File: config.mk
export PLATFORM = sky130hd
export DESIGN_NAME = sha256_byte_stream_hasher
export DESIGN_NICKNAME = d
export VERILOG_FILES = /design/src/rtl/core/shbs_pkg.sv /design/src/rtl/core/sha256_byte_stream_hasher.sv /design/src/rtl/core/shbs_round.sv
export SDC_FILE = /design/constraint.sdc
export NUM_CORES = 2
export LEC_CHECK = 0
export ABC_CLOCK_PERIOD_IN_PS = 54000
export BUFFER_PORTS_ARGS = -buffer_cell sky130_fd_sc_hd__buf_4
export CORE_MARGIN = 2
export CORE_UTILIZATION = 43
export CTS_CLUSTER_SIZE = 14
export DETAILED_ROUTE_END_ITERATION = 10
export PLACE_DENSITY = 0.67
export SLEW_MARGIN = 20
export SYNTH_ARGS = -nofsm -noshare
export SYNTH_HDL_FRONTEND = slang
export SYNTH_HIERARCHICAL = 1
export SYNTH_SLANG_ARGS = --single-unit
File: constraint.sdc
create_clock -name i_clk -period 54 [get_ports i_clk]
set_clock_uncertainty 0.1 [all_clocks]
set_input_delay 16.2 -clock i_clk [delete_from_list [all_inputs] [get_ports i_clk]]
set_output_delay 16.2 -clock i_clk [all_outputs]
set_load 0.03 [all_outputs]
File: src/rtl/core/shbs_pkg.sv
// Shared types, constants and round functions for the SHA-256 byte-stream hasher.
// Used by the top level, the round unit and both testbench files; depends on nothing else.

package shbs_pkg;

    typedef logic [31:0]      t_word;
    // Working variables a..h, index 0 is a.
    typedef logic [7:0][31:0] t_work;

    // Control from the sequencer to the round unit.
    typedef struct packed {
        logic load;
        logic step;
    } t_round_ctl;

    // Input function codes carried in tuser.
    localparam logic FUNC_ABSORB = 1'b0;
    localparam logic FUNC_FINISH = 1'b1;

    localparam int          NUM_WORDS = 8;
    localparam logic [7:0]  PAD_BYTE  = 8'h80;
    localparam logic [5:0]  LEN_POS   = 6'd56;
    localparam logic [5:0]  LAST_POS  = 6'd63;
    localparam logic [5:0]  LAST_RND  = 6'd63;
    localparam logic [2:0]  LAST_IDX  = 3'd7;

    localparam t_word H_INIT [NUM_WORDS] = '{
        32'h6a09e667, 32'hbb67ae85, 32'h3c6ef372, 32'ha54ff53a,
        32'h510e527f, 32'h9b05688c, 32'h1f83d9ab, 32'h5be0cd19
    };

    localparam t_word K_ROUND [64] = '{
        32'h428a2f98, 32'h71374491, 32'hb5c0fbcf, 32'he9b5dba5,
        32'h3956c25b, 32'h59f111f1, 32'h923f82a4, 32'hab1c5ed5,
        32'hd807aa98, 32'h12835b01, 32'h243185be, 32'h550c7dc3,
        32'h72be5d74, 32'h80deb1fe, 32'h9bdc06a7, 32'hc19bf174,
        32'he49b69c1, 32'hefbe4786, 32'h0fc19dc6, 32'h240ca1cc,
        32'h2de92c6f, 32'h4a7484aa, 32'h5cb0a9dc, 32'h76f988da,
        32'h983e5152, 32'ha831c66d, 32'hb00327c8, 32'hbf597fc7,
        32'hc6e00bf3, 32'hd5a79147, 32'h06ca6351, 32'h14292967,
        32'h27b70a85, 32'h2e1b2138, 32'h4d2c6dfc, 32'h53380d13,
        32'h650a7354, 32'h766a0abb, 32'h81c2c92e, 32'h92722c85,
        32'ha2bfe8a1, 32'ha81a664b, 32'hc24b8b70, 32'hc76c51a3,
        32'hd192e819, 32'hd6990624, 32'hf40e3585, 32'h106aa070,
        32'h19a4c116, 32'h1e376c08, 32'h2748774c, 32'h34b0bcb5,
        32'h391c0cb3, 32'h4ed8aa4a, 32'h5b9cca4f, 32'h682e6ff3,
        32'h748f82ee, 32'h78a5636f, 32'h84c87814, 32'h8cc70208,
        32'h90befffa, 32'ha4506ceb, 32'hbef9a3f7, 32'hc67178f2
    };

    // Compression functions on a and e.
    function automatic t_word big_sigma0(input t_word x);
        return {x[1:0], x[31:2]} ^ {x[12:0], x[31:13]} ^ {x[21:0], x[31:22]};
    endfunction

    function automatic t_word big_sigma1(input t_word x);
        return {x[5:0], x[31:6]} ^ {x[10:0], x[31:11]} ^ {x[24:0], x[31:25]};
    endfunction

    // Message schedule functions.
    function automatic t_word small_sigma0(input t_word x);
        return {x[6:0], x[31:7]} ^ {x[17:0], x[31:18]} ^ (x >> 3);
    endfunction

    function automatic t_word small_sigma1(input t_word x);
        return {x[16:0], x[31:17]} ^ {x[18:0], x[31:19]} ^ (x >> 10);
    endfunction

    // Next schedule word from the taps t-16, t-15, t-7 and t-2.
    function automatic t_word sched_next(input t_word w16, input t_word w15,
                                         input t_word w7, input t_word w2);
        return w16 + small_sigma0(w15) + w7 + small_sigma1(w2);
    endfunction

endpackage

File: src/rtl/core/sha256_byte_stream_hasher.sv
// SHA-256 over a byte stream: one message byte per input transfer, digest on finish.
// An absorb transfer shifts its byte into the block buffer; the 64th byte of a block starts
// the rounds (one round per cycle) and a fold, and the input is not ready meanwhile.
// A finish transfer pads one byte per cycle up to the block end, compresses one or two
// blocks, then sends eight digest words, one per output transfer.
// Reset (synchronous, active low) restores the initial hash and a zero length.
// Depends on shbs_pkg and shbs_round.

module sha256_byte_stream_hasher
    import shbs_pkg::*;
(
    input  logic        i_clk,
    input  logic        i_rst_n,
    input  logic        s_axis_tvalid,
    output logic        s_axis_tready,
    input  logic [7:0]  s_axis_tdata,   // [7:0] data_byte
    input  logic        s_axis_tuser,   // [0] func
    output logic        m_axis_tvalid,
    input  logic        m_axis_tready,
    output logic [31:0] m_axis_tdata,   // [31:0] digest_word
    output logic [2:0]  m_axis_tuser,   // [2:0] word_index
    output logic        m_axis_tlast
);

    typedef enum logic [4:0] {
        ST_IDLE  = 5'b00001,
        ST_PAD   = 5'b00010,
        ST_ROUND = 5'b00100,
        ST_FOLD  = 5'b01000,
        ST_OUT   = 5'b10000
    } t_state;

    t_state       r_state, n_state;
    logic [5:0]   r_fill, n_fill;
    logic [63:0]  r_msg, n_msg;
    t_work        r_h, n_h;
    logic [511:0] r_win, n_win;
    logic [5:0]   r_cnt, n_cnt;
    logic [2:0]   r_oidx, n_oidx;
    logic         r_pad, n_pad;
    logic         r_final, n_final;

    logic         in_acc;
    logic         out_acc;
    t_round_ctl   round_ctl;
    t_work        work;
    t_word        w_new;
    logic [63:0]  bit_len;
    logic [7:0]   len_byte;
    logic [7:0]   pad_fill;

    assign s_axis_tready = (r_state == ST_IDLE);
    assign m_axis_tvalid = (r_state == ST_OUT);
    assign in_acc        = s_axis_tvalid & s_axis_tready;
    assign out_acc       = m_axis_tvalid & m_axis_tready;

    // Schedule word from the window taps: oldest word sits in the top 32 bits.
    assign w_new = sched_next(r_win[511:480], r_win[479:448], r_win[223:192], r_win[63:32]);

    // Big-endian length byte for buffer positions 56 to 63.
    assign bit_len  = {r_msg[60:0], 3'b000};
    assign len_byte = 8'(bit_len >> {~r_fill[2:0], 3'b000});
    assign pad_fill = (r_final && (r_fill >= LEN_POS)) ? len_byte : 8'h00;

    // Sequencer and datapath next values.
    always_comb begin
        n_state        = r_state;
        n_fill         = r_fill;
        n_msg          = r_msg;
        n_h            = r_h;
        n_win          = r_win;
        n_cnt          = r_cnt;
        n_oidx         = r_oidx;
        n_pad          = r_pad;
        n_final        = r_final;
        round_ctl.load = 1'b0;
        round_ctl.step = (r_state == ST_ROUND);
        case (r_state)
            ST_IDLE: begin
                if (in_acc) begin
                    n_fill = r_fill + 6'd1;
                    if (s_axis_tuser == FUNC_FINISH) begin
                        n_win   = {r_win[503:0], PAD_BYTE};
                        n_pad   = 1'b1;
                        n_final = (r_fill < LEN_POS);
                        n_state = ST_PAD;
                    end else begin
                        n_win = {r_win[503:0], s_axis_tdata};
                        n_msg = r_msg + 64'd1;
                    end
                    if (r_fill == LAST_POS) begin
                        n_state        = ST_ROUND;
                        n_cnt          = '0;
                        round_ctl.load = 1'b1;
                    end
                end
            end
            ST_PAD: begin
                n_win  = {r_win[503:0], pad_fill};
                n_fill = r_fill + 6'd1;
                if (r_fill == LAST_POS) begin
                    n_state        = ST_ROUND;
                    n_cnt          = '0;
                    round_ctl.load = 1'b1;
                end
            end
            ST_ROUND: begin
                n_win = {r_win[479:0], w_new};
                n_cnt = r_cnt + 6'd1;
                if (r_cnt == LAST_RND) begin
                    n_state = ST_FOLD;
                end
            end
            ST_FOLD: begin
                for (int i = 0; i < NUM_WORDS; i++) begin
                    n_h[i] = r_h[i] + work[i];
                end
                if (r_final) begin
                    n_oidx  = '0;
                    n_state = ST_OUT;
                end else if (r_pad) begin
                    // Length did not fit: one more block of zeros and the length.
                    n_final = 1'b1;
                    n_state = ST_PAD;
                end else begin
                    n_state = ST_IDLE;
                end
            end
            ST_OUT: begin
                if (out_acc) begin
                    for (int i = 0; i < NUM_WORDS - 1; i++) begin
                        n_h[i] = r_h[i + 1];
                    end
                    n_h[NUM_WORDS - 1] = r_h[0];
                    n_oidx             = r_oidx + 3'd1;
                    if (r_oidx == LAST_IDX) begin
                        // Restart for a new message.
                        for (int i = 0; i < NUM_WORDS; i++) begin
                            n_h[i] = H_INIT[i];
                        end
                        n_msg   = '0;
                        n_fill  = '0;
                        n_pad   = 1'b0;
                        n_final = 1'b0;
                        n_state = ST_IDLE;
                    end
                end
            end
            default: begin
                n_state = ST_IDLE;
            end
        endcase
    end

    // Control and chaining state.
    always_ff @(posedge i_clk) begin
        if (!i_rst_n) begin
            r_state <= ST_IDLE;
            r_fill  <= '0;
            r_msg   <= '0;
            r_cnt   <= '0;
            r_oidx  <= '0;
            r_pad   <= 1'b0;
            r_final <= 1'b0;
            for (int i = 0; i < NUM_WORDS; i++) begin
                r_h[i] <= H_INIT[i];
            end
        end else begin
            r_state <= n_state;
            r_fill  <= n_fill;
            r_msg   <= n_msg;
            r_cnt   <= n_cnt;
            r_oidx  <= n_oidx;
            r_pad   <= n_pad;
            r_final <= n_final;
            r_h     <= n_h;
        end
    end

    // Block buffer doubling as the message schedule window.
    always_ff @(posedge i_clk) begin
        r_win <= n_win;
    end

    shbs_round u_round (
        .i_clk  (i_clk),
        .i_ctl  (round_ctl),
        .i_init (r_h),
        .i_w    (r_win[511:480]),
        .i_k    (K_ROUND[r_cnt]),
        .o_work (work)
    );

    // Digest words leave from the head of the rotating chaining register.
    assign m_axis_tdata = r_h[0];
    assign m_axis_tuser = r_oidx;
    assign m_axis_tlast = (r_oidx == LAST_IDX);

endmodule

File: src/rtl/core/shbs_round.sv
// SHA-256 round unit: holds the working variables a..h and applies one round per step.
// Depends on shbs_pkg for the word types and the compression functions.

module shbs_round
    import shbs_pkg::*;
(
    input  logic       i_clk,
    input  t_round_ctl i_ctl,
    input  t_work      i_init,
    input  t_word      i_w,
    input  t_word      i_k,
    output t_work      o_work
);

    t_work r_v;
    t_work n_v;
    t_word t1;
    t_word t2;
    t_word choose;
    t_word major;

    // One round of the compression function.
    always_comb begin
        choose = (r_v[4] & r_v[5]) ^ (~r_v[4] & r_v[6]);
        major  = (r_v[0] & r_v[1]) ^ (r_v[0] & r_v[2]) ^ (r_v[1] & r_v[2]);
        t1     = r_v[7] + big_sigma1(r_v[4]) + choose + i_k + i_w;
        t2     = big_sigma0(r_v[0]) + major;
        n_v[7] = r_v[6];
        n_v[6] = r_v[5];
        n_v[5] = r_v[4];
        n_v[4] = r_v[3] + t1;
        n_v[3] = r_v[2];
        n_v[2] = r_v[1];
        n_v[1] = r_v[0];
        n_v[0] = t1 + t2;
    end

    // Working variables load from the chaining value, then step once per round.
    always_ff @(posedge i_clk) begin
        if (i_ctl.load) begin
            r_v <= i_init;
        end else if (i_ctl.step) begin
            r_v <= n_v;
        end
    end

    assign o_work = r_v;

endmodule

==> results.sh <==
export IMPL_antenna_found_initial=5
export IMPL_synth_top_area_share=0.300
export IMPL_maxCapViolCount=0
export IMPL_cp_arrival_ns=19.89
export IMPL_syn_to_final_growth_pct=7.66
export IMPL_rows=155
export IMPL_synth_area_top_cells="edfxtp_1 (30%), dfxtp_1 (8.8%), nand2_1 (8.6%)"
export IMPL_post_route_period_util=0.363
export IMPL_drt_iter0_markers=7231
export IMPL_rsz0062_at_grt="false"
export IMPL_start_util=0.432
export IMPL_clkLatencyLatePin_ns=0.81
export IMPL_cts_clk_slew_worst_paths_ns=0.06
export IMPL_wirelength_um=242000
export IMPL_synth_flop_cell="edfxtp_1"
export IMPL_syn_area_per_cell_um2=8.96
export IMPL_fin_nets=8866
export IMPL_synth_area_mm2=0.0768
export IMPL_drive_gt1_frac=0.0731
export IMPL_endpoint_kind="register"
export IMPL_tightest_slew_ns=1.14
export IMPL_drv_slew=0
export IMPL_ant_nets=0
export IMPL_ys_seq_area_frac=0.388
export IMPL_first_global_vias=60000
export IMPL_cts_resized_gates=0
export IMPL_placed_area_mm2=0.0787
export IMPL_post_cts_buffers=0
export IMPL_reg2reg_depth=34
export IMPL_port_buffers=50
export IMPL_yosysWarnings=6
export IMPL_hold_depth=2
export IMPL_clock_sinks=1107
export IMPL_syn_nets=9175
export IMPL_fmax_mhz=51.1
export IMPL_dp_hpwl_um=172000
export IMPL_grt_max_degree=216
export IMPL_root_buffer="clkbuf_16"
export IMPL_grt_ovfl_total=0
export IMPL_slew_headroom=0.236
export IMPL_period_minus_slack_ns=19.59
export IMPL_synth_cell_types=99
export IMPL_globalplace_congestion=0.990
export IMPL_required_ns=54.30
export IMPL_critPathLaunchType="input pin"
export IMPL_fillerInstances=16900
export IMPL_vias_per_cell=5.95
export IMPL_final_area_mm2=0.0827
export IMPL_whs_ns=0.404
export IMPL_min_from="r_h[40]"
export IMPL_rrSetupSlack_ns=42.60
export IMPL_netlist_instances=8573
export IMPL_finalSetupTns_ns=0
export IMPL_grt_usage=0.258
export IMPL_synth_edf_count=768
export IMPL_worstSetupPathType="in2reg"
export IMPL_firstDrtPassIters=6
export IMPL_hold_path_end="r_h[40]"
export IMPL_clockBufferDepth=3
export IMPL_core_area_mm2=0.178
export IMPL_status="complete, no violations"
export IMPL_pin_count=51
export IMPL_die_y_um=427
export IMPL_ctsHoldBuffers=0
export IMPL_die_w_um=427
export IMPL_vias=63800
export IMPL_grt_pass1_wl_um=364000
export IMPL_cts_buffers_inserted=120
export IMPL_htreeDepth=3
export IMPL_yosys_area_top_type="edfxtp_1"
export IMPL_drcViolationCount=0
export IMPL_cts_tree="built"
export IMPL_rr_endpoint="u_round/o_work[31]"
export IMPL_hp_class="reg2reg"
export IMPL_wl_per_cell_um=22.5
export IMPL_yosys_register_bits=1107
export IMPL_finalHoldViolCount=0
export IMPL_cp_max_fo=61
export IMPL_r2r_start="r_cnt[1]"
export IMPL_async_flop_share=0
export IMPL_dieArea_mm2=0.182
export IMPL_setup_viol=0
## cell type report
class | instances | area (um^2) | share of cell area
Multi-Input combinational cell | 6477 | 43200 | 0.523
Sequential cell | 1107 | 29900 | 0.361
Clock buffer | 148 | 3200 | 0.0387
Tap cell | 2355 | 2950 | 0.0356
Inverter | 435 | 1650 | 0.0199
Timing Repair Buffer | 123 | 1030 | 0.0125
Clock inverter | 81 | 795 | 0.00960
Antenna cell | 1 | 2.50 | 0.0000302
## placed cells by master (no fill, tap or decap), types with 21 or more instances in the layout
cell	instances
o221ai_1	22
mux2i_1	44
nor2b_1	71
o21ai_0	640
dfxtp_1	335
a31oi_1	72
o22ai_1	41
o211ai_1	91
clkinv_2	26
nor3_1	135
and3_1	76
mux2_2	212
ha_1	393
xor2_1	251
fa_1	195
o2111ai_1	21
a221oi_1	60
a311oi_1	26
inv_1	430
clkinv_1	27
a21o_1	222
o21a_1	64
a22oi_1	24
nand4_1	40
a21oi_1	485
nor2_1	458
edfxtp_1	768
o31ai_1	36
nand2b_1	65
xnor2_1	336
buf_4	113
nand3_1	145
nand2_1	1753
and2_1	21
or3_1	48
o21bai_1	38
o311ai_0	49
clkbuf_16	122
clkbuf_1	21
a211oi_1	67
## metal layers
metal	vias up	GRT usage	wire length, um
met1	31000	0.341	100000
met2	2645	0.410	110000
met3	576	0.0431	18900
met4	2	0.124	13000
met5	-	0	14
li1	29600	-	-
## cell usage after synthesis, types with 67 or more instances
| cell type | n |
|---|---|
| nand3_1 | 146 |
| o21ai_0 | 640 |
| a31oi_1 | 72 |
| and3_1 | 76 |
| nor2b_1 | 71 |
| o211ai_1 | 91 |
| edfxtp_1 | 768 |
| xnor2_1 | 336 |
| nand2_1 | 1757 |
| a211oi_1 | 67 |
| mux2_2 | 212 |
| inv_1 | 432 |
| nor2_1 | 459 |
| dfxtp_1 | 339 |
| nor3_1 | 136 |
| clkbuf_1 | 480 |
| a21o_1 | 222 |
| a21oi_1 | 487 |
| xor2_1 | 251 |
| ha_1 | 394 |
| fa_1 | 195 |
## worst max-delay path, stage by stage
cell     delay (ns)
buf_4          0.14
nand2_1        0.08
a21oi_1        0.30
o31ai_1        0.25
nor3_2         0.16
buf_4          0.53
or2_4          0.56
buf_4          0.68
buf_4          0.82
## kinds of logic (layout without fill, tap and decap cells)
family / count (synthesis) / in the layout / synth area share
and+or+nand+nor: 2907 / 2907 / 0.162
AOI/OAI and AO/OA: 2113 / 2113 / 0.174
DFF: 1107 / 1107 / 0.388
buffers and inverters: 989 / 787 / 0.0502
adders and majority gates: 592 / 592 / 0.115
xor gates and xnor gates: 589 / 589 / 0.0675
muxes: 276 / 276 / 0.0426
other: 0 / 1 / 0
## worst max path at each step
stage / depth (start not counted) / slack, ns / start / end
6_report: 9 / 34.41 / m_axis_tready / u_round/o_work[54]
5_1_grt: 9 / 34.33 / m_axis_tready / u_round/o_work[108]
4_1_cts: 9 / 34.57 / m_axis_tready / u_round/o_work[108]
3_5_place_dp: 9 / 33.73 / m_axis_tready / u_round/o_work[87]
3_3_place_gp: 9 / 33.83 / m_axis_tready / u_round/o_work[88]
2_1_floorplan: 4 / 7.69 / s_axis_tvalid / r_cnt[5]
## state kept, by name, summed over array words and instances (netlist names)
name	count
r_cnt	6
m_axis_tdata	32
m_axis_tuser	3
r_fill	6
r_win	512
r_msg	61
r_state	5
r_h	224
u_round/o_work	256
r_final	1
r_pad	1
## stage by stage
stage | std cells | util | setup slack, ns
4_1_cts | 10700 | 0.464 | 34.57
6_report | 10700 | 0.465 | 34.41
3_5_place_dp | 10500 | 0.442 | 33.73
2_1_floorplan | 8573 | - | 7.69
5_1_grt | 10700 | 0.465 | 34.33
3_3_place_gp | 10500 | 0.442 | 33.83
Power is not shown: default switching activity piles up to over one toggle a cycle in this logic, so the estimate is an artifact.
